### config.mk
export PLATFORM = sky130hd
export DESIGN_NAME = utf8_to_utf16_transcoder
export DESIGN_NICKNAME = d
export VERILOG_FILES = /design/src/rtl/utu_pkg.sv /design/src/rtl/utu_decode.sv /design/src/rtl/utu_out_fifo.sv /design/src/rtl/utf8_to_utf16_transcoder.sv
export SDC_FILE = /design/constraint.sdc
export NUM_CORES = 1
export LEC_CHECK = 0
export ABC_CLOCK_PERIOD_IN_PS = 2700
export BUFFER_PORTS_ARGS = -buffer_cell sky130_fd_sc_hd__clkbuf_2
export CORE_MARGIN = 2
export CORE_UTILIZATION = 50
export CTS_CLUSTER_DIAMETER = 100
export DETAILED_ROUTE_END_ITERATION = 8
export PLACE_DENSITY = 0.68
export SYNTH_ARGS = -nofsm -noshare
export SYNTH_HDL_FRONTEND = slang
export SYNTH_SLANG_ARGS = --single-unit
### constraint.sdc
create_clock -name i_clk -period 2.7 [get_ports i_clk]
set_clock_uncertainty 0.15 [all_clocks]
set_input_delay 0 -clock i_clk [delete_from_list [all_inputs] [get_ports i_clk]]
set_output_delay 0 -clock i_clk [all_outputs]
set_load 0.05 [all_outputs]
### src/rtl/utu_pkg.sv
// Shared types and constants for the UTF-8 to UTF-16 transcoder.
package utu_pkg;

    localparam int BYTE_W   = 8;
    localparam int UNIT_W   = 16;
    localparam int POINT_W  = 21;
    localparam int DUE_W    = 2;

    localparam int FIFO_DEPTH = 4;
    localparam int PTR_W      = $clog2(FIFO_DEPTH);
    localparam int CNT_W      = $clog2(FIFO_DEPTH + 1);

    localparam logic [UNIT_W-1:0]  REPL_UNIT    = 16'hFFFD;
    localparam logic [UNIT_W-1:0]  HI_SURR_BASE = 16'hD800;
    localparam logic [UNIT_W-1:0]  LO_SURR_BASE = 16'hDC00;
    localparam logic [POINT_W-1:0] SUPP_BASE    = 21'h10000;
    localparam logic [POINT_W-1:0] MAX_POINT    = 21'h10FFFF;
    localparam logic [POINT_W-1:0] MIN_3BYTE    = 21'h800;
    localparam logic [POINT_W-1:0] SURR_LO      = 21'hD800;
    localparam logic [POINT_W-1:0] SURR_HI      = 21'hDFFF;

    // one result item
    typedef struct packed {
        logic [UNIT_W-1:0] code_unit;
        logic              last_of_run;
        logic              string_end;
    } t_unit;

    // results produced by one accepted byte, in order
    typedef struct packed {
        logic [1:0] num;
        t_unit      first;
        t_unit      second;
    } t_dec_out;

endpackage

### src/rtl/utu_decode.sv
// Per-byte UTF-8 decoder: sequence state registers and the result logic.
module utu_decode (
    input  logic                        i_clk,
    input  logic                        i_rst_n,
    input  logic                        i_accept,
    input  logic [utu_pkg::BYTE_W-1:0]  i_byte,
    output utu_pkg::t_dec_out           o_dec
);
    import utu_pkg::*;

    logic [POINT_W-1:0] r_partial, n_partial;
    logic [DUE_W-1:0]   r_due,     n_due;
    logic [DUE_W-1:0]   r_len,     n_len;

    logic [POINT_W-1:0] shifted;
    logic [POINT_W-1:0] cp;
    logic [POINT_W-1:0] offs;
    logic [DUE_W-1:0]   due_dec;
    logic               bad_point;

    assign shifted = {r_partial[POINT_W-7:0], i_byte[5:0]};
    assign due_dec = r_due - DUE_W'(1);

    // len counts continuation bytes: 2 means a 3-byte form, 3 a 4-byte form
    assign bad_point = ((r_len == DUE_W'(2)) && (shifted < MIN_3BYTE))
                    || ((r_len == DUE_W'(3)) && (shifted < SUPP_BASE))
                    || ((shifted >= SURR_LO) && (shifted <= SURR_HI))
                    || (shifted > MAX_POINT);
    assign cp   = bad_point ? {{(POINT_W-UNIT_W){1'b0}}, REPL_UNIT} : shifted;
    assign offs = cp - SUPP_BASE;

    always_comb begin
        n_partial = r_partial;
        n_due     = r_due;
        n_len     = r_len;
        o_dec     = '0;

        if (i_byte == '0) begin
            if (r_due != '0) begin
                o_dec.num    = 2'd2;
                o_dec.first  = '{REPL_UNIT, 1'b0, 1'b0};
                o_dec.second = '{'0, 1'b1, 1'b1};
            end else begin
                o_dec.num   = 2'd1;
                o_dec.first = '{'0, 1'b1, 1'b1};
            end
            n_partial = '0;
            n_due     = '0;
            n_len     = '0;
        end else if (r_due != '0) begin
            if (i_byte[7:6] != 2'b10) begin
                // broken sequence: the offending byte is swallowed
                o_dec.num   = 2'd1;
                o_dec.first = '{REPL_UNIT, 1'b1, 1'b0};
                n_partial   = '0;
                n_due       = '0;
                n_len       = '0;
            end else if (due_dec != '0) begin
                n_partial = shifted;
                n_due     = due_dec;
            end else begin
                if (cp < SUPP_BASE) begin
                    o_dec.num   = 2'd1;
                    o_dec.first = '{cp[UNIT_W-1:0], 1'b1, 1'b0};
                end else begin
                    o_dec.num    = 2'd2;
                    o_dec.first  = '{HI_SURR_BASE | {6'b0, offs[19:10]}, 1'b0, 1'b0};
                    o_dec.second = '{LO_SURR_BASE | {6'b0, offs[9:0]}, 1'b1, 1'b0};
                end
                n_partial = '0;
                n_due     = '0;
                n_len     = '0;
            end
        end else if (i_byte[7] == 1'b0) begin
            o_dec.num   = 2'd1;
            o_dec.first = '{{8'h00, i_byte}, 1'b1, 1'b0};
        end else if (i_byte inside {[8'hC2:8'hDF]}) begin
            n_partial = {16'b0, i_byte[4:0]};
            n_due     = DUE_W'(1);
            n_len     = DUE_W'(1);
        end else if (i_byte[7:4] == 4'hE) begin
            n_partial = {17'b0, i_byte[3:0]};
            n_due     = DUE_W'(2);
            n_len     = DUE_W'(2);
        end else if (i_byte[7:3] == 5'b11110) begin
            n_partial = {18'b0, i_byte[2:0]};
            n_due     = DUE_W'(3);
            n_len     = DUE_W'(3);
        end else begin
            o_dec.num   = 2'd1;
            o_dec.first = '{REPL_UNIT, 1'b1, 1'b0};
        end
    end

    always_ff @(posedge i_clk) begin
        if (!i_rst_n) begin
            r_partial <= '0;
            r_due     <= '0;
            r_len     <= '0;
        end else if (i_accept) begin
            r_partial <= n_partial;
            r_due     <= n_due;
            r_len     <= n_len;
        end
    end

endmodule

### src/rtl/utu_out_fifo.sv
// Result queue: takes up to two results per cycle, hands out one per transfer.
module utu_out_fifo (
    input  logic              i_clk,
    input  logic              i_rst_n,
    input  logic              i_push,
    input  utu_pkg::t_dec_out i_dec,
    output logic              o_room,
    output logic              o_valid,
    output utu_pkg::t_unit    o_unit,
    input  logic              i_pop
);
    import utu_pkg::*;

    t_unit            r_mem [FIFO_DEPTH];
    logic [PTR_W-1:0] r_wr_ptr, n_wr_ptr;
    logic [PTR_W-1:0] r_rd_ptr, n_rd_ptr;
    logic [CNT_W-1:0] r_count,  n_count;
    logic [1:0]       push_num;
    logic             pop_ok;

    assign push_num = i_push ? i_dec.num : 2'd0;
    assign o_valid  = (r_count != '0);
    assign pop_ok   = o_valid && i_pop;
    assign o_unit   = r_mem[r_rd_ptr];
    // room for the worst case of two results from the next byte
    assign o_room   = (r_count <= CNT_W'(FIFO_DEPTH - 2));

    always_comb begin
        n_wr_ptr = r_wr_ptr + PTR_W'(push_num);
        n_rd_ptr = r_rd_ptr + PTR_W'(pop_ok);
        n_count  = r_count + CNT_W'(push_num) - CNT_W'(pop_ok);
    end

    always_ff @(posedge i_clk) begin
        if (push_num != 2'd0) begin
            r_mem[r_wr_ptr] <= i_dec.first;
        end
        if (push_num == 2'd2) begin
            r_mem[r_wr_ptr + PTR_W'(1)] <= i_dec.second;
        end
    end

    always_ff @(posedge i_clk) begin
        if (!i_rst_n) begin
            r_wr_ptr <= '0;
            r_rd_ptr <= '0;
            r_count  <= '0;
        end else begin
            r_wr_ptr <= n_wr_ptr;
            r_rd_ptr <= n_rd_ptr;
            r_count  <= n_count;
        end
    end

endmodule

### src/rtl/utf8_to_utf16_transcoder.sv
// UTF-8 to UTF-16 transcoder top level.
// A byte's results are decoded combinationally and registered into the queue on its transfer.
// Throughput: one byte per cycle while the queue has room; a byte giving two units
// (surrogate pair or flush before the terminator) is buffered in a 4-entry queue.
// Reset: synchronous, active low; clears the sequence state and empties the queue.
module utf8_to_utf16_transcoder (
    input  logic        i_clk,
    input  logic        i_rst_n,
    input  logic        i_s_tvalid,
    output logic        o_s_tready,
    input  logic [7:0]  i_s_tdata,   // [7:0] in_byte
    output logic        o_m_tvalid,
    input  logic        i_m_tready,
    output logic [15:0] o_m_tdata,   // [15:0] code_unit
    output logic        o_m_tlast,   // last_of_run
    output logic        o_m_tuser    // [0] string_end
);
    import utu_pkg::*;

    t_dec_out dec;
    t_unit    head;
    logic     room;
    logic     in_xfer;

    assign o_s_tready = room;
    assign in_xfer    = i_s_tvalid && room;

    utu_decode u_decode (
        .i_clk    (i_clk),
        .i_rst_n  (i_rst_n),
        .i_accept (in_xfer),
        .i_byte   (i_s_tdata),
        .o_dec    (dec)
    );

    utu_out_fifo u_out_fifo (
        .i_clk   (i_clk),
        .i_rst_n (i_rst_n),
        .i_push  (in_xfer),
        .i_dec   (dec),
        .o_room  (room),
        .o_valid (o_m_tvalid),
        .o_unit  (head),
        .i_pop   (i_m_tready)
    );

    assign o_m_tdata = head.code_unit;
    assign o_m_tlast = head.last_of_run;
    assign o_m_tuser = head.string_end;

    a_end_unit_zero: assert property (@(posedge i_clk) disable iff (!i_rst_n)
        (o_m_tvalid && o_m_tuser) |-> (o_m_tdata == 16'h0000 && o_m_tlast))
        else $error("string end unit not zero or not last");

    a_hi_surr_not_last: assert property (@(posedge i_clk) disable iff (!i_rst_n)
        (o_m_tvalid && o_m_tdata[15:10] == 6'b110110) |-> !o_m_tlast)
        else $error("high surrogate marked last");

    a_lo_surr_last: assert property (@(posedge i_clk) disable iff (!i_rst_n)
        (o_m_tvalid && o_m_tdata[15:10] == 6'b110111) |-> o_m_tlast)
        else $error("low surrogate not marked last");

    a_zero_gives_output: assert property (@(posedge i_clk) disable iff (!i_rst_n)
        (i_s_tvalid && o_s_tready && i_s_tdata == 8'h00) |=> o_m_tvalid)
        else $error("terminator produced no result");

endmodule
==> impl_metrics.prom <==
# TYPE chip_impl_metric gauge
chip_impl_info{name="status",value="finished with violations"} 1
chip_impl_info{name="failing_checks",value="negative hold slack"} 1
chip_impl_metric{name="synth.top_cell.area_share",unit="%"} 36.2
chip_impl_metric{name="multi_input_comb_area",unit="um^2"} 2830
chip_impl_metric{name="gr-total-overflow",unit=""} 0
chip_impl_metric{name="cp.arrival",unit="ns"} 2.69
chip_impl_metric{name="postRouteAntennaNets",unit=""} 0
chip_impl_metric{name="synthesis.yosys.warnings",unit=""} 0
chip_impl_metric{name="place_hpwl",unit="um"} 10800
chip_impl_metric{name="seq_area_frac_synth",unit="%"} 46.9
chip_impl_metric{name="cts_max_level",unit=""} 3
chip_impl_metric{name="whs",unit="ns"} -0.000765
chip_impl_metric{name="layout_min_cycle_time",unit="ns"} 2.60
chip_impl_info{name="clk_root_buffer_cell",value="clkbuf_16"} 1
chip_impl_metric{name="clock_latency_on_the_worst_skew_pair",unit="ns"} 0.35
chip_impl_info{name="largest_cells_by_area_after_synthesis",value="edfxtp_1 36%, dfxtp_1 11%, mux4_2 7.2%"} 1
chip_impl_metric{name="dpl_cell_area",unit="um^2"} 6150
chip_impl_info{name="crit_path_start",value="u_decode.r_due[0]"} 1
chip_impl_metric{name="worst_ep_required_time",unit="ns"} 2.80
chip_impl_metric{name="detailroute.via_count",unit=""} 4519
chip_impl_metric{name="post-route-util",unit="%"} 60.6
chip_impl_info{name="class_of_the_tightest_hold_or_removal_check",value="in -> reg"} 1
chip_impl_metric{name="worst-slew-pin-transition",unit="ns"} 0.850
chip_impl_info{name="worstHoldStart",value="i_rst_n"} 1
chip_impl_metric{name="postRouteWirelength",unit="um"} 15000
chip_impl_metric{name="postSynthCellCount",unit=""} 499
chip_impl_info{name="post-synth-top-area-cell",value="edfxtp_1"} 1
chip_impl_metric{name="critical_path_peak_fanout",unit=""} 6
chip_impl_metric{name="grt_start_max_net_pins",unit=""} 27
chip_impl_info{name="startpoint_type",value="flop"} 1
chip_impl_metric{name="total_die_area",unit="um^2"} 12100
chip_impl_info{name="layout.cells.most_common",value="edfxtp_1"} 1
chip_impl_metric{name="clock-sinks",unit=""} 98
chip_impl_metric{name="cts_made_buffers",unit=""} 9
chip_impl_metric{name="initial_utilization",unit="%"} 51.6
chip_impl_metric{name="setup.reg_to_reg.worst_slack",unit="ns"} 0.10
chip_impl_metric{name="first_global_vias",unit=""} 4340
chip_impl_metric{name="cap_violations",unit=""} 0
chip_impl_metric{name="insertedDiodeCount",unit=""} 0
chip_impl_info{name="cts_tree",value="yes"} 1
chip_impl_metric{name="fmax",unit="GHz"} 0.385
chip_impl_metric{name="syn-cell-area",unit="um^2"} 5640
chip_impl_metric{name="flow.area_growth_from_synthesis",unit="%"} 17.5
chip_impl_metric{name="nNetsFinal",unit=""} 580
chip_impl_metric{name="synth_enable_flop_cells",unit=""} 68
chip_impl_metric{name="regArea",unit="um^2"} 2650
chip_impl_metric{name="gp_congestion",unit=""} 0.914
chip_impl_metric{name="wl_per_cell",unit="um"} 21.2
chip_impl_metric{name="postSynthRegisterBits",unit=""} 98
chip_impl_metric{name="tns",unit="ns"} 0
chip_impl_metric{name="slew_viol_final",unit=""} 0
chip_impl_metric{name="fin_total_pwr",unit="W"} 0.00563
chip_impl_metric{name="p_leak",unit="nW"} 2.26
chip_impl_metric{name="synth_cell_type_count",unit=""} 75
chip_impl_metric{name="chipHeight",unit="um"} 110
chip_impl_metric{name="final.fill_count",unit=""} 901
chip_impl_info{name="final_cell_mix",value="68 x edfxtp_1, 50 x buf_4, 43 x nand2_1"} 1
chip_impl_metric{name="port_buffers",unit=""} 31
chip_impl_metric{name="post_synthesis_net_count",unit=""} 520
chip_impl_metric{name="firstDrtPassIters",unit=""} 5
chip_impl_info{name="critical_path_class",value="reg -> reg"} 1
chip_impl_metric{name="stdcell_area",unit="um^2"} 6630
chip_impl_metric{name="route.detailed.vias_per_inst",unit=""} 6.42
chip_impl_metric{name="slew_headroom",unit="%"} 42.6
chip_impl_metric{name="cts.clk_slew.worst_paths",unit="ns"} 0.07
chip_impl_info{name="r2r_path_start",value="u_decode.r_due[0]"} 1
chip_impl_metric{name="final_instance_count_without_filler_cells",unit=""} 704
chip_impl_metric{name="dp_cells",unit=""} 680
chip_impl_metric{name="fin_crit_share",unit="%"} 96.3
chip_impl_metric{name="finalSetupViolCount",unit=""} 0
chip_impl_info{name="critPathCaptureType",value="flop"} 1
chip_impl_metric{name="drtIter0Drc",unit=""} 365
chip_impl_metric{name="global_routing_usage_summed_across_all_routing_layers",unit="%"} 26.2
chip_impl_info{name="synth_ff_type",value="edfxtp_1"} 1
chip_impl_metric{name="floorplan.io_pins",unit=""} 32
chip_impl_metric{name="global_route_wire_length_before_repair",unit="um"} 23800
chip_impl_metric{name="die_x",unit="um"} 110
chip_impl_metric{name="grt_antenna_before_repair",unit=""} 0
chip_impl_metric{name="ys_async_sr_fraction",unit="%"} 0
chip_impl_metric{name="power_per_cell_area",unit="nW/um^2"} 850
chip_impl_metric{name="final_layout_size_suffix_gt1_share",unit="%"} 27.0
chip_impl_metric{name="final_hold_viol_count",unit=""} 1
chip_impl_metric{name="floorplan.rows",unit=""} 38
chip_impl_metric{name="peak_supply_drop",unit="V"} 0.000479
chip_impl_metric{name="post-route-drc-count",unit=""} 0
chip_impl_metric{name="clockBufferDepth",unit=""} 2
chip_impl_metric{name="syn_avg_cell_area",unit="um^2"} 11.3
chip_impl_metric{name="core_area",unit="um^2"} 10900
[kinds of logic after synthesis]
group                      share of synthesized area, %
adders and majority gates                          2.31
xor gates and xnor gates                           1.58
DFF                                                46.9
buffers and inverters                              4.44
and+or+nand+nor                                    14.9
muxes                                              8.07
AOI/OAI and AO/OA                                  21.9
[final timing paths]
check,to,cells past startpoint
max,u_out_fifo.r_count[2],10
min,u_decode.r_partial[1],2
max reg2reg,u_out_fifo.r_count[2],10
min reg2reg,u_decode.r_due[1],2
[power breakdown]
group	internal [W]	switching [W]
clock	0.000746	0.000616
combinational	0.000809	0.00153
sequential	0.00183	0.000103
[critical path, stage by stage, from the launching register on]
cell and delay (ns):
dfxtp_2 0.36, inv_1 0.07, ha_2 0.23, nand4bb_4 0.24
nor3_2 0.16, a22oi_2 0.09, ha_1 0.31, fa_1 0.43
xor2_1 0.17, xnor2_1 0.13, and2_1 0.16
[Yosys cell counts (7+ instances only)]
| master | number |
|---|---|
| a21boi_1 | 10 |
| a32o_1 | 20 |
| and2_1 | 15 |
| buf_6 | 7 |
| clkbuf_1 | 23 |
| dfxtp_1 | 30 |
| edfxtp_1 | 68 |
| ha_1 | 8 |
| inv_1 | 12 |
| mux4_2 | 18 |
| nand2_1 | 43 |
| nand2b_1 | 9 |
| nand3_1 | 19 |
| nor2_1 | 21 |
| nor3_1 | 9 |
| o211ai_1 | 7 |
| o21ai_0 | 17 |
| o21ai_1 | 20 |
| o2bb2ai_1 | 12 |
[registers in the layout, indices dropped and copies added (netlist names)]
register,flops
u_decode.r_len,2
u_out_fifo.r_rd_ptr,2
u_out_fifo.r_mem,72
u_out_fifo.r_wr_ptr,2
u_out_fifo.r_count,3
u_decode.r_partial,15
u_decode.r_due,2
[area by class of cell]
class | count | share of cell area [%]
Multi-Input combinational cell | 351 | 42.7
Sequential cell | 98 | 39.9
Timing Repair Buffer | 87 | 9.21
Clock buffer | 9 | 3.40
Tap cell | 140 | 2.64
Clock inverter | 7 | 1.44
Inverter | 12 | 0.680
[stage by stage]
| step | hold WS (ns) | worst slack, ns |
|---|---|---|
| 2_1_floorplan | 0.00313 | -0.0337 |
| 3_3_place_gp | 0.306 | 0.152 |
| 3_5_place_dp | 0.312 | 0.0429 |
| 4_1_cts | 0.00784 | 0.0367 |
| 5_1_grt | 0.0371 | -0.00560 |
| 6_report | -0.000765 | 0.101 |
[layer usage]
metal	part of all wire, %	GRT usage [%]
met5	0	0
met4	2.3	10.3
met3	7.3	4.29
met2	48	41.8
met1	42	36.0
[repair_timing]
| action | 4_1_cts | 5_1_grt |
|---|---|---|
| hold buffers | 4 | 0 |
| endpoints found under the hold margin | 4 | 0 |
| setup buffers | 0 | 4 |
| resized for setup | 0 | 14 |
| endpoints found under the setup margin | 0 | 44 |
Power figures use the tool's default switching activity.
